[src/hw/rtl/tnsc_pkg.sv]
`timescale 1ns / 1ps
`default_nettype none

package tnsc_pkg;

   localparam int DIST_W      = 8;
   localparam int LIST_W      = 5;
   localparam int COUNT_OUT_W = 5;
   localparam int CSR_IDX_W   = 2;
   localparam int CSR_DATA_W  = 8;

   localparam logic [LIST_W-1:0] LIST_SIZE_RST    = 5'd16;
   localparam logic [DIST_W-1:0] DISTANCE_CAP_RST = 8'd2;

   localparam logic [CSR_IDX_W-1:0] CSR_LIST_SIZE    = 2'd0;
   localparam logic [CSR_IDX_W-1:0] CSR_DISTANCE_CAP = 2'd1;

   localparam logic KIND_OFFER = 1'b0;
   localparam logic KIND_DRAIN = 1'b1;

   // controller -> datapath
   typedef struct packed {
      logic offer;        // insert or replace the candidate
      logic drain_clear;  // latch the count for the drain and empty the store
      logic load_report;  // load a status-only result
      logic load_entry;   // load the head entry and shift the store
   } cmd_type;

   // datapath -> controller
   typedef struct packed {
      logic store_empty;
      logic drain_last;   // one entry left to emit
   } status_type;

endpackage

`default_nettype wire

[src/hw/rtl/tnsc_req_if.sv]
`timescale 1ns / 1ps
`default_nettype none

interface tnsc_req_if #(
   parameter int ID_BITS = 24
);
   logic               valid;
   logic               ready;
   logic               kind;
   logic [7:0]         cand_distance;
   logic [ID_BITS-1:0] cand_id;

   modport source (output valid, kind, cand_distance, cand_id, input ready);
   modport sink   (input valid, kind, cand_distance, cand_id, output ready);
endinterface

`default_nettype wire

[src/hw/rtl/tnsc_rsp_if.sv]
`timescale 1ns / 1ps
`default_nettype none

interface tnsc_rsp_if #(
   parameter int ID_BITS = 24
);
   logic               valid;
   logic               ready;
   logic               entry_valid;
   logic [7:0]         out_distance;
   logic [ID_BITS-1:0] out_id;
   logic [7:0]         threshold;
   logic [4:0]         stored_count;
   logic               is_last;

   modport source (output valid, entry_valid, out_distance, out_id, threshold,
                   stored_count, is_last, input ready);
   modport sink   (input valid, entry_valid, out_distance, out_id, threshold,
                   stored_count, is_last, output ready);
endinterface

`default_nettype wire

[src/hw/rtl/top_n_smallest_collector_core.sv]
`timescale 1ns / 1ps
`default_nettype none

// Keeps the list_size best (distance, id) pairs offered, smallest distance
// first, ties broken by id; a full store replaces its largest pair only for a
// strictly smaller distance.
// req_chan: kind 0 offers (cand_distance, cand_id), kind 1 drains and clears.
// rsp_chan: one result per offer; a drain returns one result per held entry
// in sorted order (or one status-only result when empty), is_last on the end.
// Every result carries the threshold and the count after the request.
// csr_*: index 0 list_size, index 1 distance_cap; write only while idle.
// An offer's result is loaded into the output register from the report state
// after the store updates; drain entries follow one per cycle while the output
// register is free to take them; the sorted register store updates all cells
// together, and results leave through a single output register.
// The next request is taken while a result still waits in that register; a
// stalled receiver holds the result and stops the drain sequencer.
// Reset empties the store, sets list_size 16 and distance_cap 2; no sweep.

module top_n_smallest_collector_core #(
   parameter int STORE_DEPTH = 16,
   parameter int ID_BITS     = 24
) (
   input  wire                                clock,
   input  wire                                reset,
   tnsc_req_if.sink                           req_chan,
   tnsc_rsp_if.source                         rsp_chan,
   input  wire                                csr_we,
   input  wire [tnsc_pkg::CSR_IDX_W-1:0]      csr_index,
   input  wire [tnsc_pkg::CSR_DATA_W-1:0]     csr_wdata
);
   import tnsc_pkg::*;

   cmd_type    cmd;
   status_type status;

   tnsc_ctrl u_ctrl (
      .clock     (clock),
      .reset     (reset),
      .req_valid (req_chan.valid),
      .req_ready (req_chan.ready),
      .req_kind  (req_chan.kind),
      .rsp_valid (rsp_chan.valid),
      .rsp_ready (rsp_chan.ready),
      .cmd       (cmd),
      .status    (status)
   );

   tnsc_datapath #(
      .STORE_DEPTH (STORE_DEPTH),
      .ID_BITS     (ID_BITS)
   ) u_datapath (
      .clock         (clock),
      .reset         (reset),
      .cmd           (cmd),
      .status        (status),
      .cand_distance (req_chan.cand_distance),
      .cand_id       (req_chan.cand_id),
      .csr_we        (csr_we),
      .csr_index     (csr_index),
      .csr_wdata     (csr_wdata),
      .entry_valid   (rsp_chan.entry_valid),
      .out_distance  (rsp_chan.out_distance),
      .out_id        (rsp_chan.out_id),
      .threshold     (rsp_chan.threshold),
      .stored_count  (rsp_chan.stored_count),
      .is_last       (rsp_chan.is_last)
   );

endmodule

`default_nettype wire

[src/hw/rtl/tnsc_datapath.sv]
`timescale 1ns / 1ps
`default_nettype none

module tnsc_datapath #(
   parameter int STORE_DEPTH = 16,
   parameter int ID_BITS     = 24
) (
   input  wire                                 clock,
   input  wire                                 reset,
   input  tnsc_pkg::cmd_type                   cmd,
   output tnsc_pkg::status_type                status,
   input  wire  [tnsc_pkg::DIST_W-1:0]         cand_distance,
   input  wire  [ID_BITS-1:0]                  cand_id,
   input  wire                                 csr_we,
   input  wire  [tnsc_pkg::CSR_IDX_W-1:0]      csr_index,
   input  wire  [tnsc_pkg::CSR_DATA_W-1:0]     csr_wdata,
   output logic                                entry_valid,
   output logic [tnsc_pkg::DIST_W-1:0]         out_distance,
   output logic [ID_BITS-1:0]                  out_id,
   output logic [tnsc_pkg::DIST_W-1:0]         threshold,
   output logic [tnsc_pkg::COUNT_OUT_W-1:0]    stored_count,
   output logic                                is_last
);
   import tnsc_pkg::*;

   localparam int CW = $clog2(STORE_DEPTH + 1);
   localparam int IW = (STORE_DEPTH > 1) ? $clog2(STORE_DEPTH) : 1;
   localparam int LW = (CW > LIST_W) ? CW : LIST_W;
   localparam logic [LW-1:0] DEPTH_L = LW'(STORE_DEPTH);

   // configuration
   logic [LIST_W-1:0] list_size_ff, list_size_in;
   logic [DIST_W-1:0] distance_cap_ff, distance_cap_in;

   // sorted store: cell 0 holds the best entry
   logic [DIST_W-1:0]  dist_ff [STORE_DEPTH];
   logic [DIST_W-1:0]  dist_in [STORE_DEPTH];
   logic [ID_BITS-1:0] id_ff   [STORE_DEPTH];
   logic [ID_BITS-1:0] id_in   [STORE_DEPTH];
   logic [CW-1:0]      count_ff, count_in;
   logic [CW-1:0]      drain_left_ff, drain_left_in;

   // result register
   logic               entry_valid_ff, entry_valid_in;
   logic [DIST_W-1:0]  out_distance_ff, out_distance_in;
   logic [ID_BITS-1:0] out_id_ff, out_id_in;
   logic [DIST_W-1:0]  threshold_ff, threshold_in;
   logic [COUNT_OUT_W-1:0] stored_count_ff, stored_count_in;
   logic               is_last_ff, is_last_in;

   logic [LW-1:0]      limit;
   logic [LW-1:0]      count_l;
   logic               fits;
   logic               evict;
   logic               do_store;
   logic [CW-1:0]      cnt_base;
   logic [IW-1:0]      worst_idx;
   logic [DIST_W-1:0]  worst_dist;
   logic [DIST_W-1:0]  thresh_now;
   logic [STORE_DEPTH-1:0] goes_before;
   logic [DIST_W-1:0]  sh_dist [STORE_DEPTH];
   logic [ID_BITS-1:0] sh_id   [STORE_DEPTH];

   always_comb begin
      if (list_size_ff == '0) begin
         limit = LW'(1);
      end else if (LW'(list_size_ff) > DEPTH_L) begin
         limit = DEPTH_L;
      end else begin
         limit = LW'(list_size_ff);
      end
   end

   assign count_l    = LW'(count_ff);
   assign worst_idx  = IW'(count_ff - CW'(1));
   assign worst_dist = dist_ff[worst_idx];
   assign fits       = count_l < limit;
   assign evict      = !fits && (count_ff != '0) && (cand_distance < worst_dist);
   assign do_store   = cmd.offer && (fits || evict);
   assign cnt_base   = fits ? count_ff : count_ff - CW'(1);

   always_comb begin
      if (fits) begin
         thresh_now = distance_cap_ff;
      end else begin
         thresh_now = (worst_dist < distance_cap_ff) ? worst_dist : distance_cap_ff;
      end
   end

   // each cell compares itself with the candidate; cells past the base count
   // count as larger so the candidate lands at the first free slot
   always_comb begin
      sh_dist[0] = cand_distance;
      sh_id[0]   = cand_id;
      for (int i = 1; i < STORE_DEPTH; i++) begin
         sh_dist[i] = dist_ff[i-1];
         sh_id[i]   = id_ff[i-1];
      end
      for (int i = 0; i < STORE_DEPTH; i++) begin
         goes_before[i] = (CW'(i) >= cnt_base) ||
                          (cand_distance < dist_ff[i]) ||
                          ((cand_distance == dist_ff[i]) && (cand_id < id_ff[i]));
      end
   end

   always_comb begin
      for (int i = 0; i < STORE_DEPTH; i++) begin
         dist_in[i] = dist_ff[i];
         id_in[i]   = id_ff[i];
         if (do_store && (CW'(i) <= cnt_base) && goes_before[i]) begin
            if (i == 0 || !goes_before[(i == 0) ? 0 : i - 1]) begin
               dist_in[i] = cand_distance;
               id_in[i]   = cand_id;
            end else begin
               dist_in[i] = sh_dist[i];
               id_in[i]   = sh_id[i];
            end
         end else if (cmd.load_entry && i < STORE_DEPTH - 1) begin
            // advance the drain: move everything one cell toward the head
            dist_in[i] = dist_ff[(i < STORE_DEPTH - 1) ? i + 1 : i];
            id_in[i]   = id_ff[(i < STORE_DEPTH - 1) ? i + 1 : i];
         end
      end
   end

   always_comb begin
      count_in      = count_ff;
      drain_left_in = drain_left_ff;
      if (do_store) begin
         count_in = cnt_base + CW'(1);
      end
      if (cmd.drain_clear) begin
         count_in      = '0;
         drain_left_in = count_ff;
      end
      if (cmd.load_entry) begin
         drain_left_in = drain_left_ff - CW'(1);
      end
   end

   always_comb begin
      list_size_in    = list_size_ff;
      distance_cap_in = distance_cap_ff;
      if (csr_we) begin
         case (csr_index)
            CSR_LIST_SIZE:    list_size_in    = csr_wdata[LIST_W-1:0];
            CSR_DISTANCE_CAP: distance_cap_in = csr_wdata[DIST_W-1:0];
            default: ;
         endcase
      end
   end

   always_comb begin
      entry_valid_in  = entry_valid_ff;
      out_distance_in = out_distance_ff;
      out_id_in       = out_id_ff;
      threshold_in    = threshold_ff;
      stored_count_in = stored_count_ff;
      is_last_in      = is_last_ff;
      if (cmd.load_report) begin
         entry_valid_in  = 1'b0;
         out_distance_in = '0;
         out_id_in       = '0;
         threshold_in    = thresh_now;
         stored_count_in = COUNT_OUT_W'(count_ff);
         is_last_in      = 1'b1;
      end else if (cmd.load_entry) begin
         entry_valid_in  = 1'b1;
         out_distance_in = dist_ff[0];
         out_id_in       = id_ff[0];
         threshold_in    = thresh_now;
         stored_count_in = COUNT_OUT_W'(count_ff);
         is_last_in      = (drain_left_ff == CW'(1));
      end
   end

   always_ff @(posedge clock) begin
      if (reset) begin
         list_size_ff    <= LIST_SIZE_RST;
         distance_cap_ff <= DISTANCE_CAP_RST;
         count_ff        <= '0;
         drain_left_ff   <= '0;
      end else begin
         list_size_ff    <= list_size_in;
         distance_cap_ff <= distance_cap_in;
         count_ff        <= count_in;
         drain_left_ff   <= drain_left_in;
      end
   end

   always_ff @(posedge clock) begin
      for (int i = 0; i < STORE_DEPTH; i++) begin
         dist_ff[i] <= dist_in[i];
         id_ff[i]   <= id_in[i];
      end
      entry_valid_ff  <= entry_valid_in;
      out_distance_ff <= out_distance_in;
      out_id_ff       <= out_id_in;
      threshold_ff    <= threshold_in;
      stored_count_ff <= stored_count_in;
      is_last_ff      <= is_last_in;
   end

   assign status.store_empty = (count_ff == '0);
   assign status.drain_last  = (drain_left_ff == CW'(1));

   assign entry_valid  = entry_valid_ff;
   assign out_distance = out_distance_ff;
   assign out_id       = out_id_ff;
   assign threshold    = threshold_ff;
   assign stored_count = stored_count_ff;
   assign is_last      = is_last_ff;

`ifndef SYNTHESIS
   assert property (@(posedge clock) disable iff (reset)
      do_store |=> count_ff != '0)
      else $error("store empty right after an insert");

   assert property (@(posedge clock) disable iff (reset)
      cmd.drain_clear |=> count_ff == '0)
      else $error("store not cleared by a drain");

   assert property (@(posedge clock) disable iff (reset)
      cmd.load_entry |-> drain_left_ff != '0)
      else $error("entry emitted with nothing left to drain");
`endif

endmodule

`default_nettype wire

[src/hw/rtl/tnsc_ctrl.sv]
`timescale 1ns / 1ps
`default_nettype none

module tnsc_ctrl (
   input  wire                  clock,
   input  wire                  reset,
   input  wire                  req_valid,
   output logic                 req_ready,
   input  wire                  req_kind,
   output logic                 rsp_valid,
   input  wire                  rsp_ready,
   output tnsc_pkg::cmd_type    cmd,
   input  tnsc_pkg::status_type status
);
   import tnsc_pkg::*;

   typedef enum logic [2:0] {
      S_IDLE   = 3'b001,
      S_REPORT = 3'b010,
      S_DRAIN  = 3'b100
   } state_type;

   state_type state_ff, state_in;
   logic      rsp_valid_ff, rsp_valid_in;
   logic      slot_free;
   logic      req_fire;

   assign slot_free = !rsp_valid_ff || rsp_ready;
   assign req_ready = (state_ff == S_IDLE);
   assign req_fire  = req_valid && req_ready;

   always_comb begin
      state_in         = state_ff;
      cmd              = '0;
      rsp_valid_in     = rsp_valid_ff && !rsp_ready;
      case (state_ff)
         S_IDLE: begin
            if (req_fire) begin
               if (req_kind == KIND_DRAIN) begin
                  cmd.drain_clear = 1'b1;
                  state_in = status.store_empty ? S_REPORT : S_DRAIN;
               end else begin
                  cmd.offer = 1'b1;
                  state_in  = S_REPORT;
               end
            end
         end
         S_REPORT: begin
            if (slot_free) begin
               cmd.load_report = 1'b1;
               rsp_valid_in    = 1'b1;
               state_in        = S_IDLE;
            end
         end
         S_DRAIN: begin
            if (slot_free) begin
               cmd.load_entry = 1'b1;
               rsp_valid_in   = 1'b1;
               if (status.drain_last) begin
                  state_in = S_IDLE;
               end
            end
         end
         default: begin
            state_in = S_IDLE;
         end
      endcase
   end

   always_ff @(posedge clock) begin
      if (reset) begin
         state_ff     <= S_IDLE;
         rsp_valid_ff <= 1'b0;
      end else begin
         state_ff     <= state_in;
         rsp_valid_ff <= rsp_valid_in;
      end
   end

   assign rsp_valid = rsp_valid_ff;

`ifndef SYNTHESIS
   assert property (@(posedge clock) disable iff (reset)
      req_fire |=> !req_ready)
      else $error("request taken while the previous one is in flight");

   assert property (@(posedge clock) disable iff (reset)
      (cmd.load_report || cmd.load_entry) |-> slot_free)
      else $error("result loaded over one not yet taken");

   assert property (@(posedge clock) disable iff (reset)
      (state_ff == S_DRAIN) |-> status.store_empty)
      else $error("store holds entries while draining");

   assert property (@(posedge clock) disable iff (reset)
      (req_fire && req_kind == KIND_DRAIN && status.store_empty)
         |=> state_ff == S_REPORT)
      else $error("drain of an empty store did not report");
`endif

endmodule

`default_nettype wire

[src/flat_wrapper.sv]
// flat-port wrapper written by rule: the top's interface ports become plain ports
module top_n_smallest_collector_core_flat import tnsc_pkg::*;
#(
   parameter int STORE_DEPTH = 16,
   parameter int ID_BITS     = 24
)
  (clock, reset, csr_we, csr_index, csr_wdata, req_chan_valid, req_chan_kind, req_chan_cand_distance, req_chan_cand_id, req_chan_ready, rsp_chan_valid, rsp_chan_entry_valid, rsp_chan_out_distance, rsp_chan_out_id, rsp_chan_threshold, rsp_chan_stored_count, rsp_chan_is_last, rsp_chan_ready);
  tnsc_req_if #(.ID_BITS(ID_BITS)) req_chan_i ();
  tnsc_rsp_if #(.ID_BITS(ID_BITS)) rsp_chan_i ();
  input  wire clock;
  input  wire reset;
  input  wire csr_we;
  input  wire [tnsc_pkg::CSR_IDX_W-1:0] csr_index;
  input  wire [tnsc_pkg::CSR_DATA_W-1:0] csr_wdata;
  input wire logic [$bits(req_chan_i.valid)-1:0] req_chan_valid;
  input wire logic [$bits(req_chan_i.kind)-1:0] req_chan_kind;
  input wire logic [$bits(req_chan_i.cand_distance)-1:0] req_chan_cand_distance;
  input wire logic [$bits(req_chan_i.cand_id)-1:0] req_chan_cand_id;
  output wire logic [$bits(req_chan_i.ready)-1:0] req_chan_ready;
  output wire logic [$bits(rsp_chan_i.valid)-1:0] rsp_chan_valid;
  output wire logic [$bits(rsp_chan_i.entry_valid)-1:0] rsp_chan_entry_valid;
  output wire logic [$bits(rsp_chan_i.out_distance)-1:0] rsp_chan_out_distance;
  output wire logic [$bits(rsp_chan_i.out_id)-1:0] rsp_chan_out_id;
  output wire logic [$bits(rsp_chan_i.threshold)-1:0] rsp_chan_threshold;
  output wire logic [$bits(rsp_chan_i.stored_count)-1:0] rsp_chan_stored_count;
  output wire logic [$bits(rsp_chan_i.is_last)-1:0] rsp_chan_is_last;
  input wire logic [$bits(rsp_chan_i.ready)-1:0] rsp_chan_ready;
  assign req_chan_i.valid = req_chan_valid;
  assign req_chan_i.kind = req_chan_kind;
  assign req_chan_i.cand_distance = req_chan_cand_distance;
  assign req_chan_i.cand_id = req_chan_cand_id;
  assign req_chan_ready = req_chan_i.ready;
  assign rsp_chan_valid = rsp_chan_i.valid;
  assign rsp_chan_entry_valid = rsp_chan_i.entry_valid;
  assign rsp_chan_out_distance = rsp_chan_i.out_distance;
  assign rsp_chan_out_id = rsp_chan_i.out_id;
  assign rsp_chan_threshold = rsp_chan_i.threshold;
  assign rsp_chan_stored_count = rsp_chan_i.stored_count;
  assign rsp_chan_is_last = rsp_chan_i.is_last;
  assign rsp_chan_i.ready = rsp_chan_ready;
  top_n_smallest_collector_core #(.STORE_DEPTH(STORE_DEPTH), .ID_BITS(ID_BITS)) u_core (.clock(clock), .reset(reset), .req_chan(req_chan_i), .rsp_chan(rsp_chan_i), .csr_we(csr_we), .csr_index(csr_index), .csr_wdata(csr_wdata));
endmodule
[config.mk]
export PLATFORM = sky130hd
export DESIGN_NAME = top_n_smallest_collector_core_flat
export DESIGN_NICKNAME = d
export VERILOG_FILES = /design/src/hw/rtl/tnsc_pkg.sv /design/src/hw/rtl/tnsc_req_if.sv /design/src/hw/rtl/tnsc_rsp_if.sv /design/src/hw/rtl/top_n_smallest_collector_core.sv /design/src/hw/rtl/tnsc_datapath.sv /design/src/hw/rtl/tnsc_ctrl.sv /design/src/flat_wrapper.sv
export SDC_FILE = /design/constraint.sdc
export NUM_CORES = 2
export LEC_CHECK = 0
export ABC_CLOCK_PERIOD_IN_PS = 7400
export BUFFER_PORTS_ARGS = -buffer_cell sky130_fd_sc_hd__buf_2
export CORE_MARGIN = 4
export CORE_UTILIZATION = 55
export CTS_BUF_LIST = sky130_fd_sc_hd__clkbuf_16
export DETAILED_ROUTE_END_ITERATION = 12
export PLACE_DENSITY = 0.76
export RECOVER_POWER = 100
export SYNTH_ARGS = -nofsm -noshare
export SYNTH_HDL_FRONTEND = slang
export SYNTH_HIERARCHICAL = 1
export SYNTH_SLANG_ARGS = --single-unit
[constraint.sdc]
create_clock -name clock -period 7.4 [get_ports clock]
set_input_delay 0.74 -clock clock [delete_from_list [all_inputs] [get_ports clock]]
set_output_delay 0.74 -clock clock [all_outputs]
set_load 0.02 [all_outputs]
======== Word-level counts from Yosys, hierarchy flattened ========
Memory sizes are Yosys's and may differ from the RTL's.
Index checks and enable logic that the tools add are counted.
storage, ports and cells
  register bits ........................... 74
  latch bits .............................. 0
  memory bits (writable) .................. 512
  bits in read-only memories .............. 0
  bits of input ports ..................... 48
  output and inout port bits .............. 49
  logic and storage cells ................. 330
  memories kept ........................... 2
cells by class
  $add $sub $neg .......................... 3
  multiply operators ...................... 0
  div/mod/pow operators ................... 0
  $lt $le $gt $ge ......................... 68
  eq/ne operators ......................... 25
  shift operators ......................... 0
  multiplexer cells ....................... 119
  bitwise gates (word level) .............. 0
  reduce and logical (&&, ||, !) cells .... 101
memory list
  name                       depth  bits a word  rd ports  clocked after Yosys merged registers in  write ports  line                 source
  u_core.u_datapath.id_ff    16     24           16        0                                        16           tnsc_datapath.sv:38  logic [ID_BITS-1:0] id_ff [STORE_DEPTH];
  u_core.u_datapath.dist_ff  16     8            17        0                                        16           tnsc_datapath.sv:36  logic [DIST_W-1:0] dist_ff [STORE_DEPTH];
operators with widths
  kind                                                                    number
  24-bit 2-to-1 mux                                                       46
  8-bit 2-to-1 mux                                                        50
  24-bit less-than comparator                                             16
  8-bit less-than comparator                                              18
  8-bit equality test                                                     16
  1-bit logical AND                                                       53
  4-bit by 5-bit >= comparator with 1-bit output (first input constant)   8
  4-bit by 5-bit <= comparator with 1-bit output (first input constant)   8
  5-bit 2-to-1 mux                                                        7
  1-bit logical OR                                                        34
  3-bit by 5-bit >= comparator with 1-bit output (first input constant)   4
  3-bit by 5-bit <= comparator with 1-bit output (first input constant)   4
  3-bit 2-to-1 mux                                                        6
  1-bit by 5-bit >= comparator with 1-bit output (first input constant)   2
  2-bit by 5-bit >= comparator with 1-bit output (first input constant)   2
  1-bit by 5-bit <= comparator with 1-bit output (first input constant)   2
  2-bit by 5-bit <= comparator with 1-bit output (first input constant)   2
  5-bit zero test                                                         2
  5-bit by 1-bit subtractor with 5-bit output (second input constant)     2
  3-bit case mux with 3 select lines                                      1
  1-bit 2-to-1 mux                                                        7
  5-bit by 1-bit adder with 5-bit output (second input constant)          1
  5-bit by 1-bit equality test with 1-bit output (second input constant)  1
  5-bit > comparator (second input constant)                              1
  other kinds (15)                                                        23

======== Depth between registers and ports, before layout ========
  word-level depth ........................ 12
  mapped depth ............................ 22
  gate-level depth less buffers ........... 15

======== Cells and area by module ========
The synthesis kept the hierarchy.
modules (own cells, without submodules)
  module         times used  cells each  area each (µm²)  sequential area each (µm²)
  tnsc_datapath  1           4098        43143.9          16906.2
  tnsc_ctrl      1           28          231.5            80.1

======== Least setup slack after synthesis ========
Ideal clock, no wire load.
  path type ............................... reg-to-reg
  start point ............................. register, netlist name u_core/u_datapath/count_ff[1]
  end point ............................... memory u_core.u_datapath.dist_ff[2][0] (enable)
  setup time .............................. 0.466 ns
  arrival time ............................ 6.745 ns
  required time ........................... 6.934 ns
  slack ................................... 0.189 ns
  cell stages (with the launch flop) ...... 19
  clock period less this slack ............ 7.211 ns
  cells stage by stage .................... dfxtp_1 -> buf_2 -> inv_1 -> ha_1 -> clkbuf_1 -> buf_1 -> clkbuf_1 -> mux4_2 -> mux4_1 -> inv_1 -> ha_1 -> a21o_1 -> a21o_1 -> a2111oi_0 -> o21a_1 -> nand3_2 -> buf_6 -> buf_2 -> o21ai_0
RTL lines
  what       line
  to (decl)  tnsc_datapath.sv:36

==> metrics.cfg <==
[final_layout]
multi_input_area_mm2 = 0.0235
drive_gt1_share_pct = 7.57
syn_to_final_growth_pct = 7.88
final_nets = 4740
seq_area_mm2 = 0.0170
instances_no_fill = 5268
fillers = 6533

[global_routing]
grt_pass1_vias = 32773
grt-ovfl-total = 0
grt_usage_pct = 26.9
antenna_found_initial = 5
grt_max_degree = 66
grt_pass1_wl_mm = 180

[critical_path]
cp_slowest_stage_delay_ps = 2230
crit_type = flip-flop to flip-flop
cp_max_fo = 44
cp_num_buf_inv = 3
required_ps = 7640
cp_cell_sequence = or3b_1 > nor2_4 > clkbuf_1 > clkinv_1 > o21ai_2 > clkbuf_2
cp.arrival_ps = 6960
path_delay_family = buffers and inverters
startpoint_type = flip-flop
crit_path_top_delay_cell = clkbuf_1
critPathCaptureType = flip-flop

[synthesis]
synthArstFlopShare_pct = 0
yosys_warnings = 6
synth_flop_cell = edfxtp_1
synthDistinctLibCells = 86
synth_area_leaders = edfxtp_1 (36%), mux2i_1 (17%), ha_1 (15%)
synth_edf_count = 525
syn_area_mm2 = 0.0434
yosys.area.top_type = edfxtp_1
synth-seq-cells = 586
syn_area_per_cell_um2 = 10.5
synthCells = 4126
synth_top_area_share_pct = 36.3
ys_seq_area_share_pct = 39.2
synth_fp_nets = 4694

[power]
p_per_area_mw_per_mm2 = 181
combPwrFrac_pct = 17.1
leakage_nw = 21.7
p_switching_mw = 2.38
p_seq_share_pct = 44.9
swShare_pct = 28.1
intPower_mw = 6.09
clockPowerShare_pct = 38.0
peakVddDrop_v = 0.000156

[timing]
setup_violations = 0
slew_headroom_pct = -112
worst_pin_slew_ps = 3190
finalMaxSlewViolations = 161
fmax_mhz = 149
holdWs_ps = 383
period_share_pct = 90.8
rsz0062_at_grt = no
skew_ps = 23.2
finalCriticalPeriod_ps = 6720
hold_viol_final = 0
setup-tns-final_ps = 0

[route]
routed_wl_mm = 114
final_antenna_net_count = 0
drt_iter0_drc = 2700
drc = 0
viasPerCell = 6.10
dr.pass1.iters = 7
dr_total_vias = 32148
wl_per_cell_um = 21.6

[clock_network]
clock_sinks = 586
cts.clk_slew.worst_paths_ps = 60
clk_latency_ps = 610
hold_buffers = 0
cts_resized = 0
clockBufferDepth = 3
cts_buffers = 69
cts_root_buf = clkbuf_16
post-cts-setup-buffers = 0
cts_max_level = 3
cts_tree = yes

[floorplanning]
die-width_um = 289
core_area_mm2 = 0.0778
initial_utilization_pct = 55.7
ios = 97
placementRows = 102
die_area_mm2 = 0.0834
die_h_um = 289

[flow_run]
max-cap-violations = 5

[run_status]
violations = capacitance limit, slew limit
outcome = finished, violations left

[placed_design]
port-buffer-count = 96
dp.cells = 5141
place_congestion = 0.908
detailed_place_hpwl_mm = 84.4

[worst_hold_path]
hp-class = primary input to flip-flop

## flip-flops by register name, indices dropped and copies added (netlist names)
register,flops
u_core/u_datapath/id_ff,384
u_core/u_datapath/dist_ff,128
u_core/u_datapath/out_id,24
u_core/u_datapath/distance_cap_ff,8
u_core/u_datapath/out_distance,8
u_core/u_datapath/threshold,8
u_core/u_datapath/count_ff,5
u_core/u_datapath/drain_left_ff,5
u_core/u_datapath/list_size_ff,5
u_core/u_datapath/stored_count,5
u_core/u_ctrl/state_ff,3
u_core/u_ctrl/rsp_valid,1
u_core/u_datapath/entry_valid,1
u_core/u_datapath/is_last,1
## cell usage in the layout, fill, tap and decap left out, types with 28 or more instances in the layout
cell type	instances
a21o_1	65
a21oi_1	275
buf_2	47
buf_4	57
clkbuf_1	58
clkbuf_16	71
dfxtp_1	60
edfxtp_1	525
ha_1	520
inv_1	541
mux2_1	31
mux2_2	39
mux2i_1	720
mux4_2	37
nand2_1	239
nand2b_1	28
nand3_1	50
nand4_1	58
nor2_1	177
nor2b_1	31
o21ai_0	231
## layout make-up
| class | instances | area share, % |
|---|---|---|
| clock buffer | 71 | 3.80 |
| inverter | 520 | 4.17 |
| sequential | 586 | 36.3 |
| antenna | 3 | 0.0160 |
| multi-input combinational | 2817 | 50.2 |
| clock inverter | 53 | 0.636 |
| tap | 1040 | 2.78 |
| timing repair buffer | 178 | 2.09 |
## layer usage
metal	GRT usage [%]	up-vias	wire length, um
li1	-	15181	-
met1	34.9	15611	47800
met2	45.3	1087	54100
met3	3.64	267	7110
met4	11.5	2	5020
met5	0	-	16
## path summary, 6_finish.rpt
kind	from	endpoint	slack (ps)	cells after the start
min reg2reg	u_core/u_datapath/entry_valid$_SDFFE_PP0P_	u_core/u_datapath/entry_valid$_SDFFE_PP0P_	470	2
min	csr_wdata[4]	u_core/u_datapath/list_size_ff[4]$_SDFFE_PP1P_	380	2
max	u_core/u_ctrl/state_ff[2]$_SDFFE_PP0P_	u_core/u_datapath/id_ff[0][48]$_DFFE_PP_	680	6
max reg2reg	u_core/u_ctrl/state_ff[2]$_SDFFE_PP0P_	u_core/u_datapath/id_ff[0][48]$_DFFE_PP_	680	6
## Yosys cell counts, types with 7 or more instances
library cell and instances:
a31oi_1 11, mux4_2 37, or3_1 10, nand2_1 240
and3_1 10, inv_1 518, buf_2 69, a21o_1 65
dfxtp_1 61, a21oi_1 277, o21bai_1 9, edfxtp_1 525
o21ai_1 16, o31ai_1 9, xnor2_1 9, nor2b_1 31
and4_1 7, a211oi_1 24, mux2_2 40, nand4b_1 11
mux2_4 30, nand3_1 49, nor2_1 181, nor3_1 27
nand2b_1 28, o21a_1 18, o211ai_1 17, a2111oi_0 21
nor4_1 11, a211o_1 12, clkbuf_1 114, nand4_1 58
buf_6 8, mux2i_1 720, ha_1 520, o21ai_0 221
## power groups by stage
stage                     clock [mW]  combinational [mW]  sequential (mW)
after global placement             0                1.40             3.87
after global routing            3.41                1.59             3.81
final                           3.22                1.45             3.80
after CTS                       3.27                1.46             3.80
after floorplan                    0               0.995             3.86
after detailed placement           0                1.45             3.87
## cell families after synthesis
| family | share of synthesized area [%] |
|---|---|
| DFF | 39.2 |
| xor gates and xnor gates | 0.300 |
| AOI/OAI and AO/OA | 10.5 |
| buffers and inverters | 6.65 |
| adders and majority gates | 15.0 |
| and+or+nand+nor | 7.62 |
| muxes | 20.8 |
## metrics by stage
stage | power [mW] | instance area (um^2) | utilization [%] | setup slack [ps]
2_1_floorplan | 4.86 | 43400 | - | 189
3_3_place_gp | 5.27 | 45000 | 57.8 | 1350
3_5_place_dp | 5.32 | 45000 | 57.8 | 1300
4_1_cts | 8.53 | 47100 | 60.5 | 1310
5_1_grt | 8.81 | 46800 | 60.1 | 504
6_report | 8.46 | 46800 | 60.1 | 680
Power figures use the tool's default switching activity.
